$ cat config.mk
export PLATFORM = sky130hd
export DESIGN_NAME = fdms_div
export DESIGN_NICKNAME = d
export VERILOG_FILES = /design/src/sv/fdms_pkg.sv /design/src/sv/fdms_div.sv
export SDC_FILE = /design/constraint.sdc
export NUM_CORES = 1
export LEC_CHECK = 0
export BUFFER_PORTS_ARGS = -buffer_cell sky130_fd_sc_hd__buf_2
export CAP_MARGIN = 20
export CORE_ASPECT_RATIO = 1.2
export CORE_MARGIN = 2
export CORE_UTILIZATION = 43
export DETAILED_ROUTE_END_ITERATION = 6
export PLACE_DENSITY = 0.66
export RECOVER_POWER = 25
export SYNTH_ARGS = -nofsm -noshare
export SYNTH_HDL_FRONTEND = slang
export SYNTH_SLANG_ARGS = --single-unit
$ cat constraint.sdc
create_clock -name clock -period 2.6 [get_ports clock]
set_input_delay 0.13 -clock clock [delete_from_list [all_inputs] [get_ports clock]]
set_output_delay 0.13 -clock clock [all_outputs]
set_load 0.02 [all_outputs]
$ cat src/sv/fdms_pkg.sv
// ============================================================================
// Frame difference motion score: shared package
// Widths, register indexes, reset values and divider control structs.
// ============================================================================
package fdms_pkg;

   // Sample store geometry.
   localparam int MAX_SAMPLES = 8192;
   localparam int ADDR_W      = $clog2(MAX_SAMPLES);

   // Field widths.
   localparam int BYTE_W     = 8;
   localparam int COUNT_W    = $clog2(MAX_SAMPLES + 1);
   localparam int SCORE_W    = 16;
   localparam int STRIDE_W   = 11;
   localparam int PHASE_W    = 10;
   localparam int CSR_DATA_W = 11;
   localparam int CSR_IDX_W  = 1;

   // Stride limits and register reset values.
   localparam logic [STRIDE_W-1:0] STRIDE_MIN     = STRIDE_W'(1);
   localparam logic [STRIDE_W-1:0] STRIDE_MAX     = STRIDE_W'(1024);
   localparam logic [STRIDE_W-1:0] STRIDE_RESET   = STRIDE_W'(100);
   localparam logic [BYTE_W-1:0]   THRESH_RESET   = BYTE_W'(30);
   localparam logic [SCORE_W-1:0]  SCORE_SAT      = {SCORE_W{1'b1}};
   localparam logic [SCORE_W-1:0]  SCORE_ZERO     = '0;
   localparam logic [COUNT_W-1:0]  SAMPLE_LIMIT   = COUNT_W'(MAX_SAMPLES);

   // Configuration register indexes.
   typedef enum logic [CSR_IDX_W-1:0] {
      REG_DIFF_THRESHOLD = 1'b0,
      REG_SAMPLE_STRIDE  = 1'b1
   } csr_index_type;

   // Divider start request: quotient of (num << 16) / den with num < den.
   typedef struct packed {
      logic               start;
      logic [COUNT_W-1:0] num;
      logic [COUNT_W-1:0] den;
   } div_req_type;

   typedef struct packed {
      logic               done;
      logic [SCORE_W-1:0] quotient;
   } div_rsp_type;

endpackage

$ cat src/sv/fdms_div.sv
// ============================================================================
// Frame difference motion score: fraction divider
// Restoring divider, one quotient bit per cycle, for (num << 16) / den.
// ============================================================================
module fdms_div (
   input  logic                  clock,
   input  logic                  reset,
   input  fdms_pkg::div_req_type req,
   output fdms_pkg::div_rsp_type rsp
);

   localparam int STEP_W = $clog2(fdms_pkg::SCORE_W + 1);

   logic                         busy_ff;
   logic                         done_ff;
   logic [STEP_W-1:0]            count_ff;
   logic [fdms_pkg::COUNT_W-1:0] rem_ff;
   logic [fdms_pkg::COUNT_W-1:0] den_ff;
   logic [fdms_pkg::SCORE_W-1:0] quo_ff;

   logic [fdms_pkg::COUNT_W:0]   shifted;
   logic                         fits;
   logic [fdms_pkg::COUNT_W-1:0] rem_in;

   // The remainder stays below the divisor, so one trial subtraction per bit.
   always_comb begin
      shifted = {rem_ff, 1'b0};
      fits    = shifted >= {1'b0, den_ff};
      rem_in  = fits ? fdms_pkg::COUNT_W'(shifted - {1'b0, den_ff})
                     : shifted[fdms_pkg::COUNT_W-1:0];
   end

   always_ff @(posedge clock) begin
      if (reset) begin
         busy_ff  <= 1'b0;
         done_ff  <= 1'b0;
         count_ff <= '0;
      end else begin
         done_ff <= 1'b0;
         if (req.start) begin
            busy_ff  <= 1'b1;
            count_ff <= STEP_W'(fdms_pkg::SCORE_W);
            rem_ff   <= req.num;
            den_ff   <= req.den;
         end else if (busy_ff) begin
            rem_ff   <= rem_in;
            quo_ff   <= {quo_ff[fdms_pkg::SCORE_W-2:0], fits};
            count_ff <= count_ff - STEP_W'(1);
            if (count_ff == STEP_W'(1)) begin
               busy_ff <= 1'b0;
               done_ff <= 1'b1;
            end
         end
      end
   end

   assign rsp.done     = done_ff;
   assign rsp.quotient = quo_ff;

endmodule
# After elaboration in Yosys (flattened, before gate mapping)
# Index checks and enable logic that the tools add are counted.
# op_classes
addsub	2
order_cmp	1
eq_ne	1
mux	9
bitwise_logic	3
n_reduce_logical	6
# ops
operator	count
14-bit two-way mux	3
15-bit by 14-bit >= comparator with 1-bit output	1
14-bit subtractor	1
5-bit two-way mux	2
5-bit by 1-bit equality test with 1-bit output, second input constant	1
5-bit by 1-bit subtractor with 5-bit output, second input constant	1
1-bit two-way mux	4
2-bit AND reduction	2
1-bit inverter	3
3-bit AND reduction	1
3-bit OR reduction	1
2-bit nonzero test	1
2-bit OR reduction	1
# totals
reg_bits	51
out_inout_bits	17
wordCells	29

# Depth between registers and ports, before layout
# depth
word_depth	4
depth_mapped	10
ltp_nobuf	10

# Least setup slack after synthesis
# OpenSTA, ideal clock, no wires.
# synth_path
kind	reg2reg
from	register rem_ff[0] (netlist bit)
to	register rem_ff[10] (netlist bit), data pin
t_arrival_ps	2055
path_slack_ps	288
path_stages_with_launch	9
n_path_buf	1
cell_sequence	edfxtp_1 -> ha_1 -> nor2b_2 -> o2111ai_2 -> a2111o_1 -> and3_4 -> buf_6 -> a21o_1 -> o22a_1
# synth_via
elab_chain_cells	4
# synth_rtl
element	line	source
start, declared	fdms_div.sv:17	logic [fdms_pkg::COUNT_W-1:0] rem_ff;
start signal, assigned	fdms_div.sv:43	rem_ff <= req.num;
start signal, assigned	fdms_div.sv:46	rem_ff <= rem_in;
14-bit subtractor / 15-bit by 14-bit >= comparator with 1-bit output (equally long branches)	fdms_div.sv:29, fdms_div.sv:28	
14-bit two-way mux *	fdms_div.sv:29	rem_in = fits ? fdms_pkg::COUNT_W'(shifted - {1'b0, den_ff})
14-bit two-way mux *	fdms_div.sv:45	end else if (busy_ff) begin
14-bit two-way mux *	fdms_div.sv:40	if (req.start) begin
# Mark *: on every way between the ends. The rest lies on a longest branch, timed or not. The select of a mux whose other input is x is not followed.
# A chain may end at the register's enable or synchronous reset.

# Worst setup path after layout
# Same ends and word-level chain as after synthesis.

==> results.yml <==
outcome:
  outcome: "finished, final reports clean"
floorplan:
  die_area_um2: 6940
  fp.dieW_um: 76.4
  core_area_um2: 6050
  rows: 31
  pin_count: 48
  start_util_pct: 44.7
  dieHeight_um: 90.8
sta:
  fin_skew_ns: 0.00630
  fmax_ghz: 0.404
  timing.hold.ws_ns: 0.108
  final-setup-viol-count: 0
  fin_crit_ns: 2.48
  hold_violations: 0
  fin_setup_tns_ns: 0
  rsz0062_at_grt: "no"
  tightest_slew_ns: 0.451
  min_period_over_period_pct: 95.3
  fin_ws_ns: 0.122
  relSlewSlack_pct: 69.8
  drv_slew: 0
clock_network:
  clock_latency_ns: 0.31
  cts_tree: "built"
  cts_buffer_depth: 2
  cts_made_buffers: 5
  path_clk_slew_ns: 0.10
  clockRootBuffer: "clkbuf_8"
  h-tree-depth: 2
  clock-sinks: 51
synth:
  syn_nets: 286
  ys_seq_elements: 51
  synthArstFlopShare_pct: 0
  yosysMostFrequentCell: "edfxtp_1"
  seq_area_frac_synth_pct: 54.1
  synth_ff_type: "edfxtp_1"
  synthesis.area_um2: 2700
  netlist_instances: 238
  synth_edf_count: 44
  syn_area_per_cell_um2: 11.4
  synth_top_area_share_pct: 48.9
  synth.area.top_cells: "edfxtp_1 (49%), ha_1 (7.4%), dfxtp_1 (5.2%)"
  ys_types: 52
  yosysWarnings: 0
  synth_top_cell_by_area: "edfxtp_1"
  ys_top_cells_by_count: "edfxtp_1 (44), nor2_1 (23), a21oi_1 (22)"
place:
  gp_congestion: 0.854
  dp_cells: 362
  port_buffers: 47
  dpl.hpwl_um: 4000
  pre_cts_slack_ns: 0.108
route:
  topRoutingLayerUsed: "met4"
  vias: 1992
  drt_pass1_iterations: 4
  route.met3.wl_um: 178
  vias_per_cell: 5.16
  drc_errors: 0
  routed_wl_um: 5560
  met2WireLength_um: 2800
  wl_met1_um: 2470
  wl_per_cell_um: 14.4
  final_antenna_net_count: 0
  dr.first_iter.drc_count: 88
cells_and_area:
  final_util_pct: 54.3
  antenna_cells: 0
  layout.nets: 351
  final_cells: 386
  nFillCells: 574
  area_growth_pct: 21.6
  drive_gt1_share_pct: 23.7
min_path:
  hold-path-cell-count: 3
  hp-start: "req[16]"
  hold_end: "rem_ff[2]$_DFFE_PP_"
  hold_path_class: "primary input to register"
worst_setup_path:
  worstSetupStartpoint: "rem_ff[0]$_DFFE_PP_"
  regToRegEndpoint: "rem_ff[10]$_DFFE_PP_"
  timing.critical_path.buf_inv: 1
  cpMaxStageDelayCell: "edfxtp_1"
  rr_startpoint: "rem_ff[0]$_DFFE_PP_"
  critPathMaxStageDelay_ns: 0.45
  cp-end-kind: "register"
  crit_required_ns: 2.67
  cp_top_family: "compound AO/OA/AOI/OAI gates"
  crit_type: "register to register"
  reg2reg_slack_ns: 0.12
  start_kind: "register"
  r2r_cells: 8
  crit_fanout: 6
  cp_data_arrival_time_ns: 2.55
  worstPathCellList: "ha_1 > nor2b_4 > o2111ai_2 > a2111o_1 > and3_4 > buf_4 > a21o_1 > o22a_1"
power:
  power_leakage_uw: 0.00137
  vdd_ir_drop_max_mv: 0.248
  p_per_area_nw_per_um2: 583
grt:
  grt_remaining_overflow: 0
  grt_pass1_vias: 1993
  antenna_found_initial: 0
  gr-usage-all-layers_pct: 16.4
  grt_pass1_wl_um: 9030
  grt_max_degree: 22
run:
  maxCapViolCount: 0
what timing repair did:
action                                  4_1_cts  5_1_grt
hold buffers                                 14        0
endpoints found under the setup margin        0        9
hold endpoints to repair                     14        0
resized for setup                             0        2
buffers inserted                              0        2
final cells by class:
class                           instances  area (µm²)  share of cell area [%]
Timing Repair Buffer                   69         435                    13.3
Inverter                               20        80.1                    2.44
Clock inverter                          3        22.5                   0.685
Sequential cell                        51        1460                    44.5
Tap cell                               82         103                    3.12
Clock buffer                            5        68.8                    2.09
Multi-Input combinational cell        156        1110                    33.9
cell families (layout without fill, tap and decap cells):
logic type | after synthesis | count (layout) | synth area share [%]
DFF | 51 | 51 | 54.1
xor gates and xnor gates | 10 | 10 | 3.24
adders and majority gates | 17 | 17 | 8.15
AOI/OAI and AO/OA | 61 | 61 | 15.3
muxes | 8 | 8 | 2.96
and+or+nand+nor | 60 | 60 | 11.2
buffers and inverters | 31 | 97 | 5.05
flip-flops by register name, summed over array words and instances (netlist names):
register	count
busy_ff	1
count_ff	5
den_ff	14
done_ff	1
quo_ff	16
rem_ff	14
worst max-delay path by stage:
stage | end | cells after the start | slack (ns)
after floorplan | rem_ff[10]$_DFFE_PP_ | 8 | 0.29
after global placement | rem_ff[13]$_DFFE_PP_ | 8 | 0.17
after detailed placement | rem_ff[4]$_DFFE_PP_ | 8 | 0.11
after CTS | rem_ff[13]$_DFFE_PP_ | 8 | 0.10
after global routing | rem_ff[12]$_DFFE_PP_ | 9 | 0.006
final | rem_ff[10]$_DFFE_PP_ | 8 | 0.12
power by group:
part	switching [µW]	internal [µW]
Combinational	249	216
Sequential	27.0	947
Clock	282	194
per-layer routing:
metal,up-vias,track usage [%]
li1,1007,-
met1,930,19.6
met2,44,29.1
met3,11,2.60
met4,0,6.97
met5,-,0
cell usage in the layout, fill, tap and decap left out, types with 3 or more instances in the layout:
master	n
buf_4	8
nor3_1	8
ha_1	16
buf_2	47
clkbuf_8	5
nor2_1	23
a31oi_1	3
dlygate4sd3_1	14
a21o_1	6
o21ai_0	4
xor2_1	3
nand2_1	11
dfxtp_1	7
xnor2_1	7
mux2i_1	8
edfxtp_1	44
a21oi_1	22
a2bb2oi_1	3
inv_1	19
o21a_1	3
worst reg2reg max path, cell delays in order (launching register included):
cell and delay (ns):
edfxtp_1 0.45, ha_1 0.33, nor2b_4 0.16, o2111ai_2 0.15, a2111o_1 0.44, and3_4 0.22, buf_4 0.16, a21o_1 0.17
o22a_1 0.15
per-stage QoR:
stage          area [µm²]  power, µW
4_1_cts              3260       1930
5_1_grt              3290       2020
3_5_place_dp         3030       1430
6_report             3290       1910
3_3_place_gp         3030       1420
2_1_floorplan        2700       1320
No activity file was read; power rests on OpenSTA's default activity.
